**config.mk**
```make
export PLATFORM = sky130hd
export DESIGN_NAME = tx_buffer_pool_manager_unit
export DESIGN_NICKNAME = d
export VERILOG_FILES = /design/src/sv/tbpm_pkg.sv /design/src/sv/tbpm_ctrl.sv /design/src/sv/tbpm_dp.sv /design/src/sv/tx_buffer_pool_manager_unit.sv
export VERILOG_INCLUDE_DIRS = /design/src /design/src/sv
export SDC_FILE = /design/constraint.sdc
export NUM_CORES = 1
export LEC_CHECK = 0
export ABC_AREA = 1
export BUFFER_PORTS_ARGS = -buffer_cell sky130_fd_sc_hd__buf_4
export CAP_MARGIN = 40
export CORE_MARGIN = 2
export CORE_UTILIZATION = 40
export CTS_CLUSTER_SIZE = 8
export DETAILED_ROUTE_END_ITERATION = 6
export HOLD_SLACK_MARGIN = 0.15
export PLACE_DENSITY = 0.62
export SYNTH_ARGS = -nofsm -noshare
export SYNTH_HDL_FRONTEND = slang
export SYNTH_SLANG_ARGS = --single-unit
```
**constraint.sdc**
```tcl
create_clock -name clk -period 6.3 [get_ports clk]
set_input_delay 0.315 -clock clk [delete_from_list [all_inputs] [get_ports clk]]
set_output_delay 0.315 -clock clk [all_outputs]
set_load 0.01 [all_outputs]
```
**src/sv/assert_macros.svh**
```systemverilog
// Assertion macros shared by the transmit buffer pool manager RTL.
// Each macro expects signals clk and rst_n to be visible where it is used.
`ifndef ASSERT_MACROS_SVH
`define ASSERT_MACROS_SVH

// Same-cycle implication, checked at every rising clock edge outside reset.
`define ASSERT_SAME(lbl, ante, cons, msg) \
  lbl: assert property (@(posedge clk) disable iff (!rst_n) (ante) |-> (cons)) \
    else $error(msg);

// Next-cycle implication, checked at every rising clock edge outside reset.
`define ASSERT_NEXT(lbl, ante, cons, msg) \
  lbl: assert property (@(posedge clk) disable iff (!rst_n) (ante) |=> (cons)) \
    else $error(msg);

`endif

```
**src/sv/tbpm_pkg.sv**
```systemverilog
// Package for the transmit buffer pool manager: sizes, codes and the
// command and status structs between controller and datapath. No dependencies.
package tbpm_pkg;

  localparam int BUF_COUNT = 8;
  localparam int IDX_W     = (BUF_COUNT > 1) ? $clog2(BUF_COUNT) : 1;
  localparam int IN_IDX_W  = 3;
  localparam int TIME_W    = 32;

  localparam logic [1:0] ACT_ALLOC = 2'd0;
  localparam logic [1:0] ACT_QUEUE = 2'd1;
  localparam logic [1:0] ACT_FREE  = 2'd2;
  localparam logic [1:0] ACT_PICK  = 2'd3;

  localparam logic [1:0] ST_FREE     = 2'd0;
  localparam logic [1:0] ST_BUSY     = 2'd1;
  localparam logic [1:0] ST_WAIT     = 2'd2;
  localparam logic [1:0] ST_WAIT_ACK = 2'd3;

  typedef struct packed {
    logic load;        // latch the accepted request and clear the result
    logic try_np;      // take the round-robin buffer if it is free
    logic scan_alloc;  // test one buffer of the lowest-free scan
    logic update;      // apply a queue or free request
    logic scan_pick;   // test one buffer of the oldest-waiting scan
    logic emit;        // move the finished result into the output register
  } tbpm_cmd_t;

  typedef struct packed {
    logic [1:0] act;       // latched action
    logic       rd_free;   // buffer at the current read address is free
    logic       scan_last; // scan index sits on the last buffer
    logic       out_room;  // output register can take a result this cycle
  } tbpm_stat_t;

endpackage

```
**src/sv/tbpm_ctrl.sv**
```systemverilog
// Controller state machine of the transmit buffer pool manager.
// Depends on tbpm_pkg for the command and status structs.
module tbpm_ctrl
  import tbpm_pkg::*;
(
  input  logic       clk,
  input  logic       rst_n,
  input  logic       in_valid,
  output logic       in_stall,
  input  tbpm_stat_t st,
  output tbpm_cmd_t  cmd
);

  localparam logic [2:0] S_IDLE       = 3'd0;
  localparam logic [2:0] S_DECODE     = 3'd1;
  localparam logic [2:0] S_ALLOC_TRY  = 3'd2;
  localparam logic [2:0] S_ALLOC_SCAN = 3'd3;
  localparam logic [2:0] S_UPDATE     = 3'd4;
  localparam logic [2:0] S_PICK       = 3'd5;
  localparam logic [2:0] S_FIN        = 3'd6;

  logic [2:0] state_r;
  logic [2:0] state_nxt;

  // The input side stays closed while reset is held.
  assign in_stall = !rst_n || (state_r != S_IDLE);

  always_comb begin
    state_nxt = state_r;
    cmd       = '0;
    case (state_r)
      S_IDLE: begin
        if (in_valid) begin
          cmd.load  = 1'b1;
          state_nxt = S_DECODE;
        end
      end
      S_DECODE: begin
        case (st.act)
          ACT_ALLOC: state_nxt = S_ALLOC_TRY;
          ACT_PICK:  state_nxt = S_PICK;
          default:   state_nxt = S_UPDATE;
        endcase
      end
      S_ALLOC_TRY: begin
        cmd.try_np = 1'b1;
        state_nxt  = st.rd_free ? S_FIN : S_ALLOC_SCAN;
      end
      S_ALLOC_SCAN: begin
        cmd.scan_alloc = 1'b1;
        if (st.rd_free || st.scan_last) begin
          state_nxt = S_FIN;
        end
      end
      S_UPDATE: begin
        cmd.update = 1'b1;
        state_nxt  = S_FIN;
      end
      S_PICK: begin
        cmd.scan_pick = 1'b1;
        if (st.scan_last) begin
          state_nxt = S_FIN;
        end
      end
      S_FIN: begin
        if (st.out_room) begin
          cmd.emit  = 1'b1;
          state_nxt = S_IDLE;
        end
      end
      default: state_nxt = S_IDLE;
    endcase
  end

  always_ff @(posedge clk) begin
    if (!rst_n) begin
      state_r <= S_IDLE;
    end else begin
      state_r <= state_nxt;
    end
  end

endmodule

```
**src/sv/tbpm_dp.sv**
```systemverilog
// Datapath of the transmit buffer pool manager: buffer status and stamps,
// round-robin pointer, scan index, result and output register. Uses tbpm_pkg.
module tbpm_dp
  import tbpm_pkg::*;
(
  input  logic                clk,
  input  logic                rst_n,
  input  tbpm_cmd_t           cmd,
  output tbpm_stat_t          st,
  input  logic [1:0]          in_action,
  input  logic [IN_IDX_W-1:0] in_buf_index,
  input  logic                in_ack_required,
  input  logic [TIME_W-1:0]   in_now,
  output logic                out_valid,
  input  logic                out_stall,
  output logic                out_ok,
  output logic [2:0]          out_result_index
);

  localparam logic [IDX_W-1:0] LAST_IDX = IDX_W'(BUF_COUNT - 1);

  logic [1:0]          status_r [BUF_COUNT];
  logic [TIME_W-1:0]   stamp_r  [BUF_COUNT];
  logic [IDX_W-1:0]    np_r;
  logic [IDX_W-1:0]    scan_r;

  logic [1:0]          act_r;
  logic [IN_IDX_W-1:0] idx_r;
  logic                ack_r;
  logic [TIME_W-1:0]   now_r;

  logic                res_ok_r;
  logic [IDX_W-1:0]    res_idx_r;
  logic [TIME_W-1:0]   best_r;

  logic                out_valid_r;
  logic                out_ok_r;
  logic [2:0]          out_idx_r;

  logic [IDX_W-1:0]    rd_addr;
  logic [1:0]          rd_status;
  logic                rd_wait;
  logic [TIME_W-1:0]   age;
  logic                pick_better;
  logic [IDX_W+IN_IDX_W-1:0] idx_wide;
  logic [IDX_W-1:0]    upd_addr;
  logic                upd_in_range;
  logic [IDX_W+2:0]    res_wide;
  logic                take_np;
  logic                take_scan;

  // One status read per cycle: the round-robin pointer during the first
  // allocation try, the scan index otherwise.
  assign rd_addr   = cmd.try_np ? np_r : scan_r;
  assign rd_status = status_r[rd_addr];
  assign rd_wait   = rd_status inside {ST_WAIT, ST_WAIT_ACK};

  assign age         = now_r - stamp_r[scan_r];
  assign pick_better = rd_wait && (!res_ok_r || (age > best_r));

  assign idx_wide     = {{IDX_W{1'b0}}, idx_r};
  assign upd_addr     = idx_wide[IDX_W-1:0];
  assign upd_in_range = idx_wide < (IDX_W + IN_IDX_W)'(BUF_COUNT);

  assign take_np   = cmd.try_np && (rd_status == ST_FREE);
  assign take_scan = cmd.scan_alloc && (rd_status == ST_FREE);

  assign st.act       = act_r;
  assign st.rd_free   = (rd_status == ST_FREE);
  assign st.scan_last = (scan_r == LAST_IDX);
  assign st.out_room  = !out_valid_r || !out_stall;

  // Request latch.
  always_ff @(posedge clk) begin
    if (cmd.load) begin
      act_r <= in_action;
      idx_r <= in_buf_index;
      ack_r <= in_ack_required;
      now_r <= in_now;
    end
  end

  // Scan index and running result.
  always_ff @(posedge clk) begin
    if (cmd.load) begin
      scan_r    <= '0;
      res_ok_r  <= 1'b0;
      res_idx_r <= '0;
      best_r    <= '0;
    end else begin
      if (cmd.scan_alloc || cmd.scan_pick) begin
        scan_r <= scan_r + IDX_W'(1);
      end
      if (take_np) begin
        res_ok_r  <= 1'b1;
        res_idx_r <= np_r;
      end
      if (take_scan) begin
        res_ok_r  <= 1'b1;
        res_idx_r <= scan_r;
      end
      if (cmd.update) begin
        res_ok_r <= upd_in_range;
      end
      if (cmd.scan_pick && pick_better) begin
        res_ok_r  <= 1'b1;
        res_idx_r <= scan_r;
        best_r    <= age;
      end
    end
  end

  // Buffer status, stamps and the round-robin pointer.
  always_ff @(posedge clk) begin
    if (!rst_n) begin
      for (int i = 0; i < BUF_COUNT; i++) begin
        status_r[i] <= ST_FREE;
        stamp_r[i]  <= '0;
      end
      np_r <= '0;
    end else begin
      if (take_np) begin
        status_r[np_r] <= ST_BUSY;
        stamp_r[np_r]  <= now_r;
        np_r           <= (np_r == LAST_IDX) ? '0 : np_r + IDX_W'(1);
      end else if (take_scan) begin
        status_r[scan_r] <= ST_BUSY;
        stamp_r[scan_r]  <= now_r;
      end else if (cmd.update && upd_in_range) begin
        if (act_r == ACT_QUEUE) begin
          status_r[upd_addr] <= ack_r ? ST_WAIT_ACK : ST_WAIT;
        end else begin
          status_r[upd_addr] <= ST_FREE;
        end
      end
    end
  end

  // Output register.
  assign res_wide = {3'b000, res_idx_r};

  always_ff @(posedge clk) begin
    if (!rst_n) begin
      out_valid_r <= 1'b0;
    end else if (cmd.emit) begin
      out_valid_r <= 1'b1;
    end else if (!out_stall) begin
      out_valid_r <= 1'b0;
    end
  end

  always_ff @(posedge clk) begin
    if (cmd.emit) begin
      out_ok_r  <= res_ok_r;
      out_idx_r <= res_ok_r ? res_wide[2:0] : 3'b000;
    end
  end

  assign out_valid        = out_valid_r;
  assign out_ok           = out_ok_r;
  assign out_result_index = out_idx_r;

endmodule

```
**src/sv/tx_buffer_pool_manager_unit.sv**
```systemverilog
// Top level of the transmit buffer pool manager.
// Instantiates tbpm_ctrl and tbpm_dp; uses tbpm_pkg and assert_macros.svh.
//
// This block keeps a pool of BUF_COUNT transmit buffers, each with a status
// (free, busy, waiting to send, waiting to send with acknowledge) and a 32-bit
// time stamp, and handles one request per input transaction, giving exactly
// one result transaction for each. Allocate takes the round-robin buffer if
// it is free, otherwise the lowest-numbered free buffer; the taken buffer is
// marked busy and stamped with now. Queue and free rewrite a buffer's status.
// Pick oldest reports the waiting buffer whose wrapped age (now minus stamp)
// is greatest, the lower index winning a tie, and changes no state. Requests
// are handled one at a time. Queue, free and an allocation that finds the
// round-robin buffer free need no scan; an allocation that falls back to the
// lowest-free scan visits buffers in index order until it finds a free one,
// at most BUF_COUNT of them; pick oldest always visits all BUF_COUNT buffers.
// The scans dominate, since the datapath reads one buffer's status and stamp
// per cycle and does one 32-bit age subtract and compare per cycle. The
// output register lets a new request be accepted while the previous result
// still waits to be taken. After reset every buffer is free and every stamp
// is zero, with no clearing pass.
`include "assert_macros.svh"

module tx_buffer_pool_manager_unit
  import tbpm_pkg::*;
(
  input  logic                clk,
  input  logic                rst_n,
  input  logic                in_valid,
  output logic                in_stall,
  input  logic [1:0]          in_action,
  input  logic [IN_IDX_W-1:0] in_buf_index,
  input  logic                in_ack_required,
  input  logic [TIME_W-1:0]   in_now,
  output logic                out_valid,
  input  logic                out_stall,
  output logic                out_ok,
  output logic [2:0]          out_result_index
);

  tbpm_cmd_t  cmd;
  tbpm_stat_t st;

  // The controller sequences each request; the datapath holds the buffer and request state.
  tbpm_ctrl u_ctrl (
    .clk      (clk),
    .rst_n    (rst_n),
    .in_valid (in_valid),
    .in_stall (in_stall),
    .st       (st),
    .cmd      (cmd)
  );

  tbpm_dp u_dp (
    .clk              (clk),
    .rst_n            (rst_n),
    .cmd              (cmd),
    .st               (st),
    .in_action        (in_action),
    .in_buf_index     (in_buf_index),
    .in_ack_required  (in_ack_required),
    .in_now           (in_now),
    .out_valid        (out_valid),
    .out_stall        (out_stall),
    .out_ok           (out_ok),
    .out_result_index (out_result_index)
  );

  // A newly accepted request keeps the input side closed while it is worked on.
  `ASSERT_NEXT(a_busy_after_accept, in_valid && !in_stall, in_stall, "accept while busy")

  // A result is only moved into the output register when it has room.
  `ASSERT_SAME(a_emit_has_room, cmd.emit, st.out_room, "result would overwrite output")

  // While the input side is open, no request is in progress.
  `ASSERT_SAME(a_idle_no_work, !in_stall,
    !(cmd.try_np || cmd.scan_alloc || cmd.update || cmd.scan_pick || cmd.emit),
    "work command while idle")

  // Emitting a result always makes the output valid in the next cycle.
  `ASSERT_NEXT(a_emit_gives_valid, cmd.emit, out_valid, "emitted result not shown")

endmodule
```
---- Yosys cells after proc, flatten, opt, wreduce, memory -nomap -nowiden ----
Memory sizes are Yosys's and may differ from the RTL's. A register that Yosys moved wholly into a read port is not among the register bits.
Cells that the tools add are included.
word-level totals
  output and inout port bits .............. 6
  memory bits (writable) .................. 272
  flip-flop bits (word level) ............. 88
  logic and storage cells ................. 130
  input port bits ......................... 42
  memories kept ........................... 2
memories
  memory         words  width  read ports  clocked after Yosys merged registers in  wr ports  RTL line       source
  u_dp.stamp_r   8      32     1           1                                        8         tbpm_dp.sv:23  logic [TIME_W-1:0] stamp_r [BUF_COUNT];
  u_dp.status_r  8      2      1           0                                        8         tbpm_dp.sv:22  logic [1:0] status_r [BUF_COUNT];
operators by class
  reductions and logical operators ........ 27
  equal/unequal tests ..................... 17
  bitwise gates (word level) .............. 1
  $add $sub $neg .......................... 3
  multiplexer cells ....................... 65
  order comparisons ....................... 2
operators with widths
  operator                                                                       number
  32-bit 2-to-1 mux                                                              2
  32-bit OR reduction                                                            2
  3-bit 2-to-1 mux                                                               17
  1-bit 2-to-1 mux                                                               40
  32-bit greater-than comparator                                                 1
  32-bit subtractor                                                              1
  3-bit case mux with 7 select lines                                             1
  3-bit == test (second input constant)                                          5
  2-bit 2-to-1 mux                                                               4
  3-bit by 1-bit adder with 3-bit output (second input constant)                 2
  2-bit == test (second input constant)                                          3
  3-bit by 2-bit == test with 1-bit output (second input constant)               2
  2-bit by 1-bit != test with 1-bit output (second input constant)               3
  3-bit case mux with 2 select lines                                             1
  3-bit nonzero test                                                             2
  2-bit OR reduction                                                             3
  1-bit logical AND                                                              5
  1-bit logical OR                                                               5
  1-bit zero test                                                                4
  2-bit zero test                                                                2
  3-bit by 4-bit less-than comparator with 1-bit output (second input constant)  1
  2-bit != test (second input constant)                                          2
  4-bit AND reduction                                                            1
  4-bit nonzero test                                                             1
  5 further kinds                                                                5

---- Depth between registers and ports, before layout ----
An unclocked memory read counts as a cell.
  depth in word-level cells ............... 13
  mapped depth ............................ 38
  depth with buffers taken out ............ 35

---- Cells and area by module ----
Synthesis repeated with hierarchy kept, for this count alone.
second synthesis, totals
  cells, all modules ...................... 1929
  area, all modules ....................... 18232.5 µm²
by module, submodules not included
  module     sequential area each (µm²)  instances  area each (µm²)  cells each
  tbpm_dp    10349.9                     1          17892.2          1865
  tbpm_ctrl  60.1                        1          340.3            64

---- Worst setup path after synthesis ----
No wires, ideal clock.
  path kind ............................... register -> register
  start point ............................. reg (tool-made name)
  end point ............................... reg u_dp.best_r[25]
  path buffers ............................ 5
  data arrival time ....................... 4837 ps
  path slack .............................. 1229 ps
  stages on the path, launching flop included .. 32
  setup time .............................. 234 ps
  path through ............................ dfxtp_1 inv_1 clkbuf_1 clkbuf_1 clkbuf_1 o21ai_0 a31oi_1 ha_1 inv_1 fa_1 nand2_1 nand2_1 o21ai_0 o21ai_0 a21oi_1 inv_1 a21oi_1 o21ai_0 xnor2_1 inv_1 ha_1 nand2_1 nor2_1 nand2_1 nor4_1 nand4_1 nand2_1 nand2_1 nand2_1 clkbuf_1 buf_1 a211oi_1
RTL lines
  item                    RTL line        source
  end signal: assignment  tbpm_dp.sv:108  best_r <= age;
  end: declaration        tbpm_dp.sv:34   logic [TIME_W-1:0] best_r;

==> results.md <==
- Post-Synth Adder-Cell Area: under 10%
- I/O pins: 48
- Die Wd: 215.3 µm
- Total Power Consumption: 8511 µW
- Power per cell area: 414.0 mW/mm²
- Gate Count Post-Synth: ~1800
- #FFs+latches synth: 363
- Yosys top cell by area: edfxtp_1
- CP top delay family: simple AND/OR/NAND/NOR gates
- Bufs and invs on worst path: 4
- Routed Antenna Nets: 0
- Clock sink count: about 360
- Syn_area_per_cell: between 9 and 10 µm²
- Worst Slack Setup Final: a little under 0.7 ns
- Biggest cell delay along the critical path: about 0.42 ns
- Worst rel slew slack: between 40% and 50%
- Worst slack, placed: 0.1931 ns
- Slack of the worst reg-to-reg path: slightly below 0.7 ns
- CP most frequent cell: nand2_1
- N_diodes: 0
- Top cell type's share of synthesized area: 52.78%
- Core Rows: 77
- Worst Path Required: roughly 6.8 ns
- First-pass GRT wire length: approximately 75000 µm
- Share of cells above drive strength 1: between 8 and 9%
- Hold EP: u_dp.np_r[2]
- Worst skew pair latency: 0.57 ns
- Pin count of the biggest net entering global routing: roughly 130
- Post-layout min period: around 5.6 ns
- CTS clock-pin slew for the worst setup and hold paths: 0.05 ns
- Placed cell area: ~0.019 mm²
- Main combinational cell family by area after synthesis: simple AND/OR/NAND/NOR gates
- Worst Skew: 0.01778 ns
- Sequential fraction of the synthesis area: between 50% and 60%
- Synth area leaders: edfxtp_1 (53%), nor2_1 (9.4%), o21ai_0 (6.5%)
- Clk buf depth: 3
- Post-synth cell types: 44
- Buffer count from post-CTS setup fixing: 0
- Max VDD drop: around 0.19 mV
- Filler Cells Inserted: roughly 4100
- WL/cell: 19.42 µm
- Routed wire length: around 49000 µm
- Initial core utilization: 40.48%
- Static Leak: 0.008143 µW
- Root buf cell: clkbuf_16
- Gpl congestion: 0.8861
- Cell depth of the worst hold path: 3
- GRT Total Usage: a little over a fifth
- Worst hold path startpoint: rst_n
- RSZ-0062 raised after global routing: no
- Reg-to-Reg End: u_dp.best_r[24]
- Number of buffer cells added on primary ports: 47
- Vias in the first global route: ~13000
- Final hold violations: 0
- CORE AREA: approximately 0.044 mm²
- Syn Nets: ~1900
- Final setup viols: 0
- Die H: around 220 µm
- Worst slew pin tran: about 0.76 ns
- TritonRoute pass-1 iters: 6
- Post-Route Setup TNS: 0 ns
- Fmax: 178.2 MHz
- Die ar.: around 0.046 mm²
- Drt first-iter violations: roughly 1500
- Vias: about 14000
- Crit-path max FO: 21
- Vias per std cell: 5.461
- DRC viols: 0
- Max Cap Violations: 0
- CTS Buf Count: roughly 50
- Compound-cell area share of the yosys netlist: 13.05%
- Synthesized cell area: between 0.015 and 0.02 mm²
- Fin. max-slew vios: 0
- CTS tree: done
- Critical Path End Type: register
- Yosys synthesis warning count: 0
- Mux contribution to synthesized area: 0%
- Synth Area in Simple Gates: 16.78%
- Final #Nets: about 2000
- Reg2reg path depth: 30
- Grt ovf: 0
- Arr. time, crit path: a little over 6 ns
- Final Hold Slack: 0.2002 ns
- Initial antenna violation count: 0
- CP Class: register to register
- P&R area growth vs syn: 15.09%
- Post-detail-place hpwl: between 20000 and 30000 µm
- Critical-path top delay cell: o21ai_0
- Final instance area: a little over 0.02 mm²
- Xor and xnor fraction of the mapped netlist area: under 10%
- Critical path launch point type: register
- Hold crit path type: input pin to register
- Period utilization: 89.07%
- H-tree depth: 2
- Status: complete, no violations
==> cells by family after synthesis <==
logic type | Yosys count
simple gates | 714
compound gates | 416
flops | 363
buf+inv | 221
fa+ha+maj | 68
xor+xnor | 28
==> cells in the mapped netlist (all sizes together) <==
master and instances:
a21o 4, nor3 21, nand3 54, a21oi 89, o221ai 32, o21ai 234, buf 31, xor2 16
nand3b 4, clkinv 3, o311ai 1, edfxtp 314, nand4 11, nor4 2, nor2 454, o22ai 32
clkbuf 59, or2 3, o21bai 5, a31oi 8, o211a 1, dfxtp 49, xnor2 12, a21boi 3
a211oi 3, fa 1, nand2 165, ha 67, inv 128, o211ai 4
==> flip-flops by register name, summed over array words and instances, names as in the netlist, 2 cells and up, named ones only <==
register / count
u_dp.stamp_r: 256
u_dp.best_r: 32
u_dp.now_r: 32
u_dp.status_r: 16
u_ctrl.state_r: 3
u_dp.idx_r: 3
u_dp.np_r: 3
u_dp.out_result_index: 3
u_dp.res_idx_r: 3
u_dp.scan_r: 3
u_dp.act_r: 2
==> metrics by stage <==
step                std cells  util, %
global route             2509    46.59
floorplan                1810        -
detailed placement       2386    42.40
finish                   2509    46.59
global placement         2383    42.27
CTS                      2508    46.46
==> final cells by class <==
cell class	instances	area (µm²)	share of cell area (%)
sequential	363	10420	50.67
multi-input combinational	1226	6442	31.34
clock inverter	2	15.01	0.07303
timing repair buffer	114	1055	5.131
clock buffer	81	1389	6.756
tap	592	740.7	3.603
inverter	131	500.5	2.434
==> worst register-to-register path: cells and delay by family, from the launching register on <==
family | cells | cell delay [ns]
AOI/OAI and AO/OA | 8 | 1.48
adders and majority gates | 2 | 0.69
buffers and inverters | 4 | 1.01
DFF | 1 | 0.37
and+or+nand+nor | 16 | 1.94
==> layout by cell type (no fill, tap or decap), types with 3 or more instances in the layout <==
master / Yosys / final
a31oi_1: 8 / 8
xor2_1: 16 / 16
inv_4: 1 / 3
nor3_1: 21 / 21
o211ai_1: 4 / 4
a21o_1: 4 / 4
o21ai_1: 3 / 5
nor2_1: 445 / 444
o21bai_1: 5 / 5
o22ai_1: 32 / 32
nand2_2: 6 / 7
a21boi_0: 3 / 3
a211oi_1: 3 / 3
clkbuf_16: 0 / 52
o21ai_0: 231 / 229
dfxtp_1: 49 / 46
nand2_1: 149 / 148
buf_4: 1 / 67
a21oi_1: 87 / 87
nand2_4: 10 / 10
nand4_1: 9 / 9
dlygate4sd3_1: 0 / 39
ha_1: 67 / 67
o221ai_1: 32 / 32
inv_1: 125 / 124
or2_2: 3 / 3
nor2_2: 7 / 7
nand3b_1: 4 / 4
edfxtp_1: 314 / 314
clkbuf_1: 59 / 30
xnor2_1: 12 / 12
nand3_1: 52 / 52
==> power breakdown <==
group          internal [µW]  switching [µW]
registers               2810             133
clock network           1480             997
logic                   1060            2020
total                   5360            3160
==> worst max-delay path by stage <==
| stage | startpoint | endpoint | cells after the start |
|---|---|---|---|
| detailed placement | register | u_dp.best_r[24] | 27 |
| floorplan | register | u_dp.best_r[25] | 31 |
| global route | register | u_dp.best_r[24] | 30 |
| CTS | register | u_dp.best_r[24] | 27 |
| finish | register | u_dp.best_r[24] | 30 |
| global placement | register | u_dp.best_r[31] | 27 |
==> repair_timing <==
item,4_1_cts,5_1_grt
hold endpoints to repair,43,0
hold buffers,39,0
resized for setup,0,11
setup endpoints to repair,0,36
==> per-layer routing <==
metal  share of wire [%]  GRT usage, %
met5                   0             0
met4                 3.5         7.632
met3                 7.1         3.043
met2                  47         34.30
met1                  42         28.21
Power figures use the tool's default switching activity.
